$ cat src/hdl/rfc_pkg.sv
// constants shared by the feeder controller and its checker
package rfc_pkg;

    localparam int CFG_IDX_W  = 3;
    localparam int CFG_DATA_W = 16;

    // configuration register indexes
    localparam logic [CFG_IDX_W-1:0] CFG_DEBOUNCE  = 3'd0;
    localparam logic [CFG_IDX_W-1:0] CFG_OBSTACLE  = 3'd1;
    localparam logic [CFG_IDX_W-1:0] CFG_WATER_THR = 3'd2;
    localparam logic [CFG_IDX_W-1:0] CFG_DRIVE_SPD = 3'd3;
    localparam logic [CFG_IDX_W-1:0] CFG_DRAWER_SPD = 3'd4;
    localparam logic [CFG_IDX_W-1:0] CFG_MOTION_PER = 3'd5;
    localparam logic [CFG_IDX_W-1:0] CFG_SENSE_PER = 3'd6;

    // configuration reset values
    localparam logic [15:0] RST_DEBOUNCE   = 16'd50;
    localparam logic [7:0]  RST_OBSTACLE   = 8'd20;
    localparam logic [6:0]  RST_WATER_THR  = 7'd40;
    localparam logic [9:0]  RST_DRIVE_SPD  = 10'd900;
    localparam logic [9:0]  RST_DRAWER_SPD = 10'd700;
    localparam logic [15:0] RST_MOTION_PER = 16'd1000;
    localparam logic [15:0] RST_SENSE_PER  = 16'd1000;

    typedef logic [2:0] t_motion;

    // motion codes
    localparam t_motion MV_FWD   = 3'd0;
    localparam t_motion MV_BACK  = 3'd1;
    localparam t_motion MV_RIGHT = 3'd2;
    localparam t_motion MV_LEFT  = 3'd3;
    localparam t_motion MV_STOP  = 3'd4;

    // command characters
    localparam logic [7:0] CMD_FWD    = 8'h66; // f
    localparam logic [7:0] CMD_BACK   = 8'h62; // b
    localparam logic [7:0] CMD_LEFT   = 8'h6C; // l
    localparam logic [7:0] CMD_RIGHT  = 8'h72; // r
    localparam logic [7:0] CMD_AUTO   = 8'h61; // a
    localparam logic [7:0] CMD_GATE   = 8'h78; // x
    localparam logic [7:0] CMD_PUMP   = 8'h77; // w
    localparam logic [7:0] CMD_DRAWER = 8'h74; // t

    typedef logic signed [10:0] t_speed;

endpackage

$ cat src/hdl/rfc_req_if.sv
// request channel of the feeder controller: one control loop tick
interface rfc_req_if;
    logic       valid;
    logic       ready;
    logic [31:0] now_ms;
    logic       cmd_valid;
    logic [7:0] cmd_char;
    logic [9:0] water_level;
    logic       limit_one;
    logic       limit_two;
    logic [7:0] dist_left;
    logic [7:0] dist_right;
    logic [7:0] dist_front;

    modport source (
        output valid, now_ms, cmd_valid, cmd_char, water_level,
               limit_one, limit_two, dist_left, dist_right, dist_front,
        input  ready
    );
    modport sink (
        input  valid, now_ms, cmd_valid, cmd_char, water_level,
               limit_one, limit_two, dist_left, dist_right, dist_front,
        output ready
    );
endinterface

$ cat src/hdl/rfc_rsp_if.sv
// result channel of the feeder controller: actuator state after one tick
interface rfc_rsp_if;
    logic              valid;
    logic              ready;
    logic [2:0]        move_code;
    logic signed [10:0] left_speed;
    logic signed [10:0] right_speed;
    logic signed [10:0] drawer_motor_speed;
    logic              drawer_power;
    logic              gate_open;
    logic              pump_on;
    logic              auto_mode;

    modport source (
        output valid, move_code, left_speed, right_speed, drawer_motor_speed,
               drawer_power, gate_open, pump_on, auto_mode,
        input  ready
    );
    modport sink (
        input  valid, move_code, left_speed, right_speed, drawer_motor_speed,
               drawer_power, gate_open, pump_on, auto_mode,
        output ready
    );
endinterface

$ cat src/hdl/robot_feeder_controller_unit.sv
// feeder robot controller: commands, interlocks, drawer debounce, auto drive
//
// usage
//   i_req carries one control loop tick per request: time, optional command
//   byte, water reading, raw drawer end switches and three sonar distances.
//   o_rsp returns exactly one result per request: motion code, wheel and
//   drawer speeds, relay, gate, pump and auto mode flags.
//   i_cfg_we / i_cfg_idx / i_cfg_wdata write the seven tuning registers; write
//   them only while no request is in flight.
// timing
//   a request is registered on acceptance and its result register is loaded
//   from it once the result register is empty or o_rsp.ready is high. one
//   request per cycle is sustained while o_rsp.ready stays high.
// stall
//   the input register and the result register are separate stages, so one
//   more request is taken while a result waits; i_req.ready drops only once
//   both stages are full and o_rsp.ready is low.
// reset
//   synchronous active low reset empties both stages, loads the register
//   defaults and returns the controller to stop with a drawer move pending.
module robot_feeder_controller_unit (
    input  logic                           i_clk,
    input  logic                           i_rst_n,
    input  logic                           i_cfg_we,
    input  logic [rfc_pkg::CFG_IDX_W-1:0]  i_cfg_idx,
    input  logic [rfc_pkg::CFG_DATA_W-1:0] i_cfg_wdata,
    rfc_req_if.sink                        i_req,
    rfc_rsp_if.source                      o_rsp
);
    import rfc_pkg::*;

    // configuration
    logic [15:0] r_debounce;
    logic [7:0]  r_obstacle;
    logic [6:0]  r_water_thr;
    logic [9:0]  r_drive_spd;
    logic [9:0]  r_drawer_spd;
    logic [15:0] r_motion_per;
    logic [15:0] r_sense_per;

    // input stage
    logic        r_in_valid;
    logic [31:0] r_now;
    logic        r_cmd_valid;
    logic [7:0]  r_cmd;
    logic [9:0]  r_water;
    logic [1:0]  r_limit;
    logic [7:0]  r_dl, r_dr, r_df;

    // controller state
    t_motion     r_motion, n_motion;
    t_motion     r_applied, n_applied;
    logic        r_auto, n_auto;
    logic        r_gate, n_gate;
    logic        r_pump, n_pump;
    logic        r_dreq, n_dreq;
    logic        r_done, n_done;
    logic        r_rev, n_rev;
    logic        r_running, n_running;
    logic        r_relay, n_relay;
    logic [1:0]  r_raw_last, n_raw_last;
    logic [1:0]  r_stable, n_stable;
    logic [31:0] r_change_time [2];
    logic [31:0] n_change_time [2];
    logic [31:0] r_motion_time, n_motion_time;
    logic [31:0] r_sense_time, n_sense_time;
    logic [7:0]  r_held [3];
    logic [7:0]  n_held [3];

    // result stage
    logic        r_out_valid;
    t_motion     r_out_motion;
    t_speed      r_out_left, r_out_right, r_out_drawer;
    logic        r_out_relay, r_out_gate, r_out_pump, r_out_auto;

    logic        w_adv;
    logic [16:0] w_level, w_thr;
    logic        w_drawer_act;
    logic [1:0]  w_ct_new;
    logic [1:0]  w_fire;
    logic [1:0]  w_rise;
    logic [31:0] w_ct [2];
    t_speed      w_drive_pos, w_drawer_pos;
    t_speed      n_left, n_right, n_drawer;

    assign w_adv       = r_in_valid && (!r_out_valid || o_rsp.ready);
    assign i_req.ready = !r_in_valid || w_adv;

    assign w_level      = 17'(r_water) * 17'd100;
    assign w_thr        = 17'(r_water_thr) * 17'd1023;
    assign w_drive_pos  = t_speed'({1'b0, r_drive_spd});
    assign w_drawer_pos = t_speed'({1'b0, r_drawer_spd});

    always_ff @(posedge i_clk) begin
        if (!i_rst_n) begin
            r_debounce   <= RST_DEBOUNCE;
            r_obstacle   <= RST_OBSTACLE;
            r_water_thr  <= RST_WATER_THR;
            r_drive_spd  <= RST_DRIVE_SPD;
            r_drawer_spd <= RST_DRAWER_SPD;
            r_motion_per <= RST_MOTION_PER;
            r_sense_per  <= RST_SENSE_PER;
        end else if (i_cfg_we) begin
            unique case (i_cfg_idx)
                CFG_DEBOUNCE:   r_debounce   <= i_cfg_wdata;
                CFG_OBSTACLE:   r_obstacle   <= i_cfg_wdata[7:0];
                CFG_WATER_THR:  r_water_thr  <= i_cfg_wdata[6:0];
                CFG_DRIVE_SPD:  r_drive_spd  <= i_cfg_wdata[9:0];
                CFG_DRAWER_SPD: r_drawer_spd <= i_cfg_wdata[9:0];
                CFG_MOTION_PER: r_motion_per <= i_cfg_wdata;
                CFG_SENSE_PER:  r_sense_per  <= i_cfg_wdata;
                default: ;
            endcase
        end
    end

    always_ff @(posedge i_clk) begin
        if (!i_rst_n) begin
            r_in_valid <= 1'b0;
        end else if (i_req.ready) begin
            r_in_valid <= i_req.valid;
        end
    end

    always_ff @(posedge i_clk) begin
        if (i_req.ready && i_req.valid) begin
            r_now       <= i_req.now_ms;
            r_cmd_valid <= i_req.cmd_valid;
            r_cmd       <= i_req.cmd_char;
            r_water     <= i_req.water_level;
            r_limit     <= {i_req.limit_two, i_req.limit_one};
            r_dl        <= i_req.dist_left;
            r_dr        <= i_req.dist_right;
            r_df        <= i_req.dist_front;
        end
    end

    // switch debounce terms, used only while the drawer section is active
    always_comb begin
        for (int i = 0; i < 2; i++) begin
            w_ct_new[i] = r_limit[i] != r_raw_last[i];
            w_ct[i]     = w_ct_new[i] ? r_now : r_change_time[i];
            w_fire[i]   = ((r_now - w_ct[i]) > 32'(r_debounce))
                          && (r_limit[i] != r_stable[i]);
            w_rise[i]   = w_fire[i] && r_limit[i];
        end
    end

    always_comb begin
        n_motion      = r_motion;
        n_applied     = r_applied;
        n_auto        = r_auto;
        n_gate        = r_gate;
        n_pump        = r_pump;
        n_dreq        = r_dreq;
        n_done        = r_done;
        n_rev         = r_rev;
        n_running     = r_running;
        n_relay       = r_relay;
        n_raw_last    = r_raw_last;
        n_stable      = r_stable;
        n_change_time = r_change_time;
        n_motion_time = r_motion_time;
        n_sense_time  = r_sense_time;
        n_held        = r_held;

        if (r_cmd_valid) begin
            n_sense_time = r_now;
            unique case (r_cmd)
                CMD_FWD: begin
                    n_motion = MV_FWD;
                    n_auto   = 1'b0;
                end
                CMD_BACK: begin
                    n_motion = MV_BACK;
                    n_auto   = 1'b0;
                end
                CMD_LEFT: begin
                    n_motion = MV_LEFT;
                    n_auto   = 1'b0;
                end
                CMD_RIGHT: begin
                    n_motion = MV_RIGHT;
                    n_auto   = 1'b0;
                end
                CMD_AUTO: n_auto = 1'b1;
                CMD_GATE: n_gate = !r_gate && !r_dreq;
                CMD_PUMP: begin
                    if (!r_pump && !r_dreq) begin
                        if (w_level < w_thr) begin
                            n_pump = 1'b1;
                        end
                    end else begin
                        n_pump = 1'b0;
                    end
                end
                CMD_DRAWER: begin
                    if (!r_pump && !r_gate) begin
                        n_dreq = !r_dreq;
                    end
                end
                default: begin
                    n_motion = MV_STOP;
                    n_auto   = 1'b0;
                end
            endcase
        end

        // tank too full forces the pump off
        if (w_level > w_thr) begin
            n_pump = 1'b0;
        end

        // drawer move is pending and the robot is stopped
        w_drawer_act = (r_done != n_dreq) && (n_motion == MV_STOP);
        if (w_drawer_act) begin
            for (int i = 0; i < 2; i++) begin
                n_change_time[i] = w_ct[i];
                if (w_fire[i]) begin
                    n_stable[i] = r_limit[i];
                end
            end
            n_raw_last = r_limit;
            // each confirmed high reverses once, so both together cancel
            n_rev      = r_rev ^ w_rise[0] ^ w_rise[1];
            n_done     = (|w_rise) ? n_dreq : r_done;
            n_running  = n_done != n_dreq;
            n_relay    = n_done != n_dreq;
        end

        if (n_auto) begin
            if ((r_now - n_sense_time) >= 32'(r_sense_per)) begin
                n_sense_time = r_now;
                n_held[0]    = r_dl;
                n_held[1]    = r_dr;
                n_held[2]    = r_df;
            end
            if (n_held[2] > r_obstacle) begin
                n_motion = MV_FWD;
            end else if (n_held[0] > n_held[1]) begin
                n_motion = (n_held[0] > r_obstacle) ? MV_LEFT : MV_STOP;
            end else begin
                n_motion = (n_held[1] > r_obstacle) ? MV_RIGHT : MV_STOP;
            end
        end

        if ((r_now - r_motion_time) >= 32'(r_motion_per)) begin
            n_motion_time = r_now;
            n_applied     = n_motion;
        end

        unique case (n_applied)
            MV_FWD: begin
                n_left  = w_drive_pos;
                n_right = w_drive_pos;
            end
            MV_BACK: begin
                n_left  = -w_drive_pos;
                n_right = -w_drive_pos;
            end
            MV_RIGHT: begin
                n_left  = w_drive_pos;
                n_right = -w_drive_pos;
            end
            MV_LEFT: begin
                n_left  = -w_drive_pos;
                n_right = w_drive_pos;
            end
            default: begin
                n_left  = '0;
                n_right = '0;
            end
        endcase

        if (n_running) begin
            n_drawer = n_rev ? -w_drawer_pos : w_drawer_pos;
        end else begin
            n_drawer = '0;
        end
    end

    always_ff @(posedge i_clk) begin
        if (!i_rst_n) begin
            r_motion         <= MV_STOP;
            r_applied        <= MV_STOP;
            r_auto           <= 1'b0;
            r_gate           <= 1'b0;
            r_pump           <= 1'b0;
            r_dreq           <= 1'b0;
            r_done           <= 1'b1;
            r_rev            <= 1'b0;
            r_running        <= 1'b0;
            r_relay          <= 1'b0;
            r_raw_last       <= '0;
            r_stable         <= '0;
            r_change_time[0] <= '0;
            r_change_time[1] <= '0;
            r_motion_time    <= '0;
            r_sense_time     <= '0;
            r_held[0]        <= '0;
            r_held[1]        <= '0;
            r_held[2]        <= '0;
        end else if (w_adv) begin
            r_motion      <= n_motion;
            r_applied     <= n_applied;
            r_auto        <= n_auto;
            r_gate        <= n_gate;
            r_pump        <= n_pump;
            r_dreq        <= n_dreq;
            r_done        <= n_done;
            r_rev         <= n_rev;
            r_running     <= n_running;
            r_relay       <= n_relay;
            r_raw_last    <= n_raw_last;
            r_stable      <= n_stable;
            r_change_time <= n_change_time;
            r_motion_time <= n_motion_time;
            r_sense_time  <= n_sense_time;
            r_held        <= n_held;
        end
    end

    always_ff @(posedge i_clk) begin
        if (!i_rst_n) begin
            r_out_valid <= 1'b0;
        end else if (w_adv) begin
            r_out_valid <= 1'b1;
        end else if (o_rsp.ready) begin
            r_out_valid <= 1'b0;
        end
    end

    always_ff @(posedge i_clk) begin
        if (w_adv) begin
            r_out_motion <= n_motion;
            r_out_left   <= n_left;
            r_out_right  <= n_right;
            r_out_drawer <= n_drawer;
            r_out_relay  <= n_relay;
            r_out_gate   <= n_gate;
            r_out_pump   <= n_pump;
            r_out_auto   <= n_auto;
        end
    end

    assign o_rsp.valid              = r_out_valid;
    assign o_rsp.move_code          = r_out_motion;
    assign o_rsp.left_speed         = r_out_left;
    assign o_rsp.right_speed        = r_out_right;
    assign o_rsp.drawer_motor_speed = r_out_drawer;
    assign o_rsp.drawer_power       = r_out_relay;
    assign o_rsp.gate_open          = r_out_gate;
    assign o_rsp.pump_on            = r_out_pump;
    assign o_rsp.auto_mode          = r_out_auto;

endmodule

$ cat src/flat_wrapper.sv
// flat-port wrapper written by rule: the top's interface ports become plain ports
module robot_feeder_controller_unit_flat import rfc_pkg::*;
  (i_clk, i_rst_n, i_cfg_we, i_cfg_idx, i_cfg_wdata, i_req_valid, i_req_now_ms, i_req_cmd_valid, i_req_cmd_char, i_req_water_level, i_req_limit_one, i_req_limit_two, i_req_dist_left, i_req_dist_right, i_req_dist_front, i_req_ready, o_rsp_valid, o_rsp_move_code, o_rsp_left_speed, o_rsp_right_speed, o_rsp_drawer_motor_speed, o_rsp_drawer_power, o_rsp_gate_open, o_rsp_pump_on, o_rsp_auto_mode, o_rsp_ready);
  rfc_req_if i_req_i ();
  rfc_rsp_if o_rsp_i ();
  input  logic i_clk;
  input  logic i_rst_n;
  input  logic i_cfg_we;
  input  logic [rfc_pkg::CFG_IDX_W-1:0] i_cfg_idx;
  input  logic [rfc_pkg::CFG_DATA_W-1:0] i_cfg_wdata;
  input wire logic [$bits(i_req_i.valid)-1:0] i_req_valid;
  input wire logic [$bits(i_req_i.now_ms)-1:0] i_req_now_ms;
  input wire logic [$bits(i_req_i.cmd_valid)-1:0] i_req_cmd_valid;
  input wire logic [$bits(i_req_i.cmd_char)-1:0] i_req_cmd_char;
  input wire logic [$bits(i_req_i.water_level)-1:0] i_req_water_level;
  input wire logic [$bits(i_req_i.limit_one)-1:0] i_req_limit_one;
  input wire logic [$bits(i_req_i.limit_two)-1:0] i_req_limit_two;
  input wire logic [$bits(i_req_i.dist_left)-1:0] i_req_dist_left;
  input wire logic [$bits(i_req_i.dist_right)-1:0] i_req_dist_right;
  input wire logic [$bits(i_req_i.dist_front)-1:0] i_req_dist_front;
  output wire logic [$bits(i_req_i.ready)-1:0] i_req_ready;
  output wire logic [$bits(o_rsp_i.valid)-1:0] o_rsp_valid;
  output wire logic [$bits(o_rsp_i.move_code)-1:0] o_rsp_move_code;
  output wire logic [$bits(o_rsp_i.left_speed)-1:0] o_rsp_left_speed;
  output wire logic [$bits(o_rsp_i.right_speed)-1:0] o_rsp_right_speed;
  output wire logic [$bits(o_rsp_i.drawer_motor_speed)-1:0] o_rsp_drawer_motor_speed;
  output wire logic [$bits(o_rsp_i.drawer_power)-1:0] o_rsp_drawer_power;
  output wire logic [$bits(o_rsp_i.gate_open)-1:0] o_rsp_gate_open;
  output wire logic [$bits(o_rsp_i.pump_on)-1:0] o_rsp_pump_on;
  output wire logic [$bits(o_rsp_i.auto_mode)-1:0] o_rsp_auto_mode;
  input wire logic [$bits(o_rsp_i.ready)-1:0] o_rsp_ready;
  assign i_req_i.valid = i_req_valid;
  assign i_req_i.now_ms = i_req_now_ms;
  assign i_req_i.cmd_valid = i_req_cmd_valid;
  assign i_req_i.cmd_char = i_req_cmd_char;
  assign i_req_i.water_level = i_req_water_level;
  assign i_req_i.limit_one = i_req_limit_one;
  assign i_req_i.limit_two = i_req_limit_two;
  assign i_req_i.dist_left = i_req_dist_left;
  assign i_req_i.dist_right = i_req_dist_right;
  assign i_req_i.dist_front = i_req_dist_front;
  assign i_req_ready = i_req_i.ready;
  assign o_rsp_valid = o_rsp_i.valid;
  assign o_rsp_move_code = o_rsp_i.move_code;
  assign o_rsp_left_speed = o_rsp_i.left_speed;
  assign o_rsp_right_speed = o_rsp_i.right_speed;
  assign o_rsp_drawer_motor_speed = o_rsp_i.drawer_motor_speed;
  assign o_rsp_drawer_power = o_rsp_i.drawer_power;
  assign o_rsp_gate_open = o_rsp_i.gate_open;
  assign o_rsp_pump_on = o_rsp_i.pump_on;
  assign o_rsp_auto_mode = o_rsp_i.auto_mode;
  assign o_rsp_i.ready = o_rsp_ready;
  robot_feeder_controller_unit u_core (.i_clk(i_clk), .i_rst_n(i_rst_n), .i_cfg_we(i_cfg_we), .i_cfg_idx(i_cfg_idx), .i_cfg_wdata(i_cfg_wdata), .i_req(i_req_i), .o_rsp(o_rsp_i));
endmodule
$ cat config.mk
export PLATFORM = sky130hd
export DESIGN_NAME = robot_feeder_controller_unit_flat
export DESIGN_NICKNAME = d
export VERILOG_FILES = /design/src/hdl/rfc_pkg.sv /design/src/hdl/rfc_req_if.sv /design/src/hdl/rfc_rsp_if.sv /design/src/hdl/robot_feeder_controller_unit.sv /design/src/flat_wrapper.sv
export SDC_FILE = /design/constraint.sdc
export NUM_CORES = 1
export LEC_CHECK = 0
export CAP_MARGIN = 30
export CORE_MARGIN = 2
export CORE_UTILIZATION = 52
export CTS_BUF_LIST = sky130_fd_sc_hd__clkbuf_4
export CTS_CLUSTER_DIAMETER = 80
export DETAILED_ROUTE_END_ITERATION = 10
export DONT_BUFFER_PORTS = 1
export GPL_ROUTABILITY_DRIVEN = 0
export PLACE_DENSITY = 0.64
export SLEW_MARGIN = 20
export SYNTH_ARGS = -nofsm -noshare
export SYNTH_HDL_FRONTEND = slang
export SYNTH_SLANG_ARGS = --single-unit
export TNS_END_PERCENT = 50
$ cat constraint.sdc
create_clock -name i_clk -period 16.8 [get_ports i_clk]
set_input_delay 4.2 -clock i_clk [delete_from_list [all_inputs] [get_ports i_clk]]
set_output_delay 4.2 -clock i_clk [all_outputs]
set_load 0.01 [all_outputs]
==> run metrics <==
max cap viols=0; Switching Fraction=0.347; maximum vdd drop=around 0.053 mV; synth top area cells=dfxtp_1, ha_1, edfxtp_1; nets=around 3600; syn_area_per_cell=8.50 um^2; Via density=5.96; Hold Path End=u_core.r_sense_time[25]; Worst setup SP type=flop; Starting Density=0.527; DR DRC count=0; Worst-Margin Slew=a little over 0.9 ns; r2r worst-path depth=34; Warnings, synthesis=0; number of global-route vias before repair=22500; overall die width=roughly 230 um; worst slack at placement=just under 8 ns; Combinational Power Share=0.318; RR Startpoint=u_core.r_cmd_valid; area post-placement=about 0.028 mm^2; hold path startpoint=u_core.r_sense_time[25]; GRT Total Usage=0.278; endpoints failing hold=0; crit path DAT=roughly 10 ns; Reg-to-Reg End=u_core.o_rsp.right_speed[6]; Critical Path Start=u_core.r_cmd_valid; sw power=~0.98 mW; crit share post-route=0.544; TritonCTS Buffers=between 100 and 150; PortBufs=0; worst hold stages=2; FF+latch count, synth=372; HPWL Detailed=around 56000 um; PD cells=97.2 mW/mm^2; highest-count cells in the layout ignoring fill and taps=nand2_1, nor2_1, ha_1; WL/cell=~19 um; fin util=0.568; drt pass-1 iters=8; pin count of the biggest net entering global routing=between 90 and 100; die area=0.0539 mm^2; TritonCTS clock tree=yes; max-slew violations=0; core area=approximately 0.051 mm^2; routed wire length=around 75000 um; Mapped Area=between 0.02 and 0.03 mm^2; syn nets=approximately 3600; share of layout cells above drive strength 1=0.0766; max incr delay on CP=just under 0.8 ns; Iteration-0 DRC Markers=1774; cts hold-fix bufs=0; clk buf depth=3; # IOs=about 140; Root Buffer=clkbuf_4; clock power share=0.324; fmax=109 MHz; global route overflow=0; Worst Setup End Kind=flop; reg2reg setup slack=roughly 7.7 ns; Layout Cells excl Fill=between 3000 and 4000; setup_tns=0 ns; Synth top area share=0.189; sequential fraction of the synthesis area=0.318; Post-Syn Instances=between 3000 and 4000; design area=between 0.02 and 0.03 mm^2; Data required, critical path=17.40 ns; CP max FO=29; number of synthesized flops with an enable pin=approximately 120; via count=23600; RSZ-0062 raised after global routing=no; CTS H-tree depth=3; Synth cell types=89; kind of critical path=flop to flop; ys flop type=dfxtp_1; most common cell after layout, fill and taps aside=nand2_1; minimum clock period=9.15 ns; Worst Skew=0.0562 ns; antenna viol nets, final=0; Rows=between 80 and 90; Synth area leader=dfxtp_1; Worst Slack Setup Final=roughly 7.7 ns; Setup Viol. Count Final=0; cts repair resizes=0; initial antenna violation count=3; first-pass GRT wire length=approximately 120000 um; Clk pin slew, worst setup/hold paths=approximately 0.070 ns; P_leak=~12 nW; outcome=complete, no violations; area delta synth->final=7.85%; clock sink count=around 370; Placed Cells=roughly 3800; Slew headroom=0.379; Seq pwr share=0.358; ys async rst share=0; DIE HEIGHT=between 200 and 250 um; post-CTS setup buffers=0; Worst Hold Class=flop to flop; Worst path slowest cell=edfxtp_1; worst skew pair latency=just under 0.9 ns; Pint=1.85 mW
power by group through the flow:
stage / registers [mW] / logic, mW / clock network [mW]
2_1_floorplan: 1.02 / 0.693 / 0
3_3_place_gp: 1.03 / 0.858 / 0
3_5_place_dp: 1.03 / 0.883 / 0
4_1_cts: 1.02 / 0.891 / 0.945
5_1_grt: 1.02 / 1.01 / 0.988
6_report: 1.02 / 0.902 / 0.920
metrics by stage:
step,power [mW],hold WS [ns]
2_1_floorplan,1.71,0.434
3_3_place_gp,1.89,0.441
3_5_place_dp,1.92,0.446
4_1_cts,2.85,0.455
5_1_grt,3.02,0.476
6_report,2.84,0.454
worst max-delay path by stage:
| stage | to | slack, ns | cells after the start |
|---|---|---|---|
| global route | u_core.o_rsp.right_speed[9] | 7.00 | 34 |
| global placement | u_core.o_rsp.right_speed[9] | 7.98 | 34 |
| floorplan | i_req_ready | 8.10 | 2 |
| finish | u_core.o_rsp.right_speed[6] | 7.65 | 34 |
| CTS | u_core.o_rsp.right_speed[9] | 7.71 | 34 |
| detailed placement | u_core.o_rsp.right_speed[9] | 7.75 | 34 |
cells in the mapped netlist, types with 9 or more instances:
| cell type | n |
|---|---|
| dfxtp_1 | 255 |
| o21ai_1 | 13 |
| ha_1 | 308 |
| a211oi_1 | 104 |
| a32o_1 | 10 |
| o22ai_1 | 10 |
| o21ai_0 | 97 |
| nor2b_1 | 34 |
| o21bai_1 | 16 |
| mux2_2 | 25 |
| a21o_1 | 62 |
| o21a_1 | 36 |
| edfxtp_1 | 117 |
| o31a_1 | 11 |
| a211o_1 | 14 |
| o31ai_1 | 9 |
| nand2_1 | 355 |
| nor3_1 | 55 |
| a21boi_0 | 11 |
| clkbuf_1 | 111 |
| nand2b_1 | 47 |
| mux2i_1 | 134 |
| a2111oi_0 | 9 |
| nor2_1 | 310 |
| and2_1 | 24 |
| nand4_1 | 37 |
| nor4_1 | 14 |
| xor2_1 | 38 |
| and3_1 | 14 |
| a31oi_1 | 22 |
| fa_1 | 31 |
| o211ai_1 | 47 |
| a21oi_1 | 292 |
| nand3_1 | 58 |
| xnor2_1 | 68 |
| inv_1 | 236 |
| or3_1 | 21 |
sequential cells by signal (all words and copies together), names as in the netlist, 3 cells and up:
register,flops
u_core.o_rsp.left_speed,11
u_core.o_rsp.drawer_motor_speed,11
u_core.r_water,10
u_core.r_drawer_spd,10
u_core.r_sense_per,16
u_core.r_sense_time,32
u_core.r_now,32
u_core.r_dr,8
u_core.r_cmd,8
u_core.r_applied,3
u_core.r_held,24
u_core.r_motion_per,16
u_core.r_obstacle,8
u_core.r_motion_time,32
u_core.r_drive_spd,10
u_core.r_change_time,64
u_core.r_debounce,16
u_core.r_dl,8
u_core.r_motion,3
u_core.o_rsp.move_code,3
u_core.o_rsp.right_speed,11
u_core.r_df,8
u_core.r_water_thr,7
routing by layer:
metal | up-vias | track usage | share of wire
met4 | 0 | 0.0992 | 0.027
met1 | 11200 | 0.387 | 0.46
met2 | 735 | 0.429 | 0.44
li1 | 11500 | - | -
met5 | - | 0 | 0
met3 | 127 | 0.0524 | 0.070
cell families (layout without fill, tap and decap cells):
kind of cell,Yosys count,in the layout,share of synthesized area
buffers and inverters,357,452,0.0498
and+or+nand+nor,1011,1011,0.170
DFF,372,372,0.318
AOI/OAI and AO/OA,839,839,0.202
muxes,159,159,0.0600
xor gates and xnor gates,106,106,0.0343
other,0,2,0
adders and majority gates,339,339,0.165
worst max-delay path: cells and delay by family, from the launching register on:
kind | cells | cell delay, ns
AOI/OAI and AO/OA | 17 | 3.60
buffers and inverters | 2 | 0.94
xor gates and xnor gates | 1 | 0.15
muxes | 2 | 0.72
and+or+nand+nor | 9 | 1.84
adders and majority gates | 3 | 0.84
DFF | 1 | 0.79
cell type report:
| cell class | instances | area (um^2) |
|---|---|---|
| fill | 4731 | 22200 |
| multi-input combinational | 2454 | 17200 |
| sequential | 372 | 8620 |
| clock buffer | 159 | 1190 |
| inverter | 237 | 895 |
| tap | 680 | 851 |
| clock inverter | 33 | 268 |
| timing repair buffer | 23 | 193 |
| antenna | 2 | 5.00 |
(Power assumes the default switching activity.)
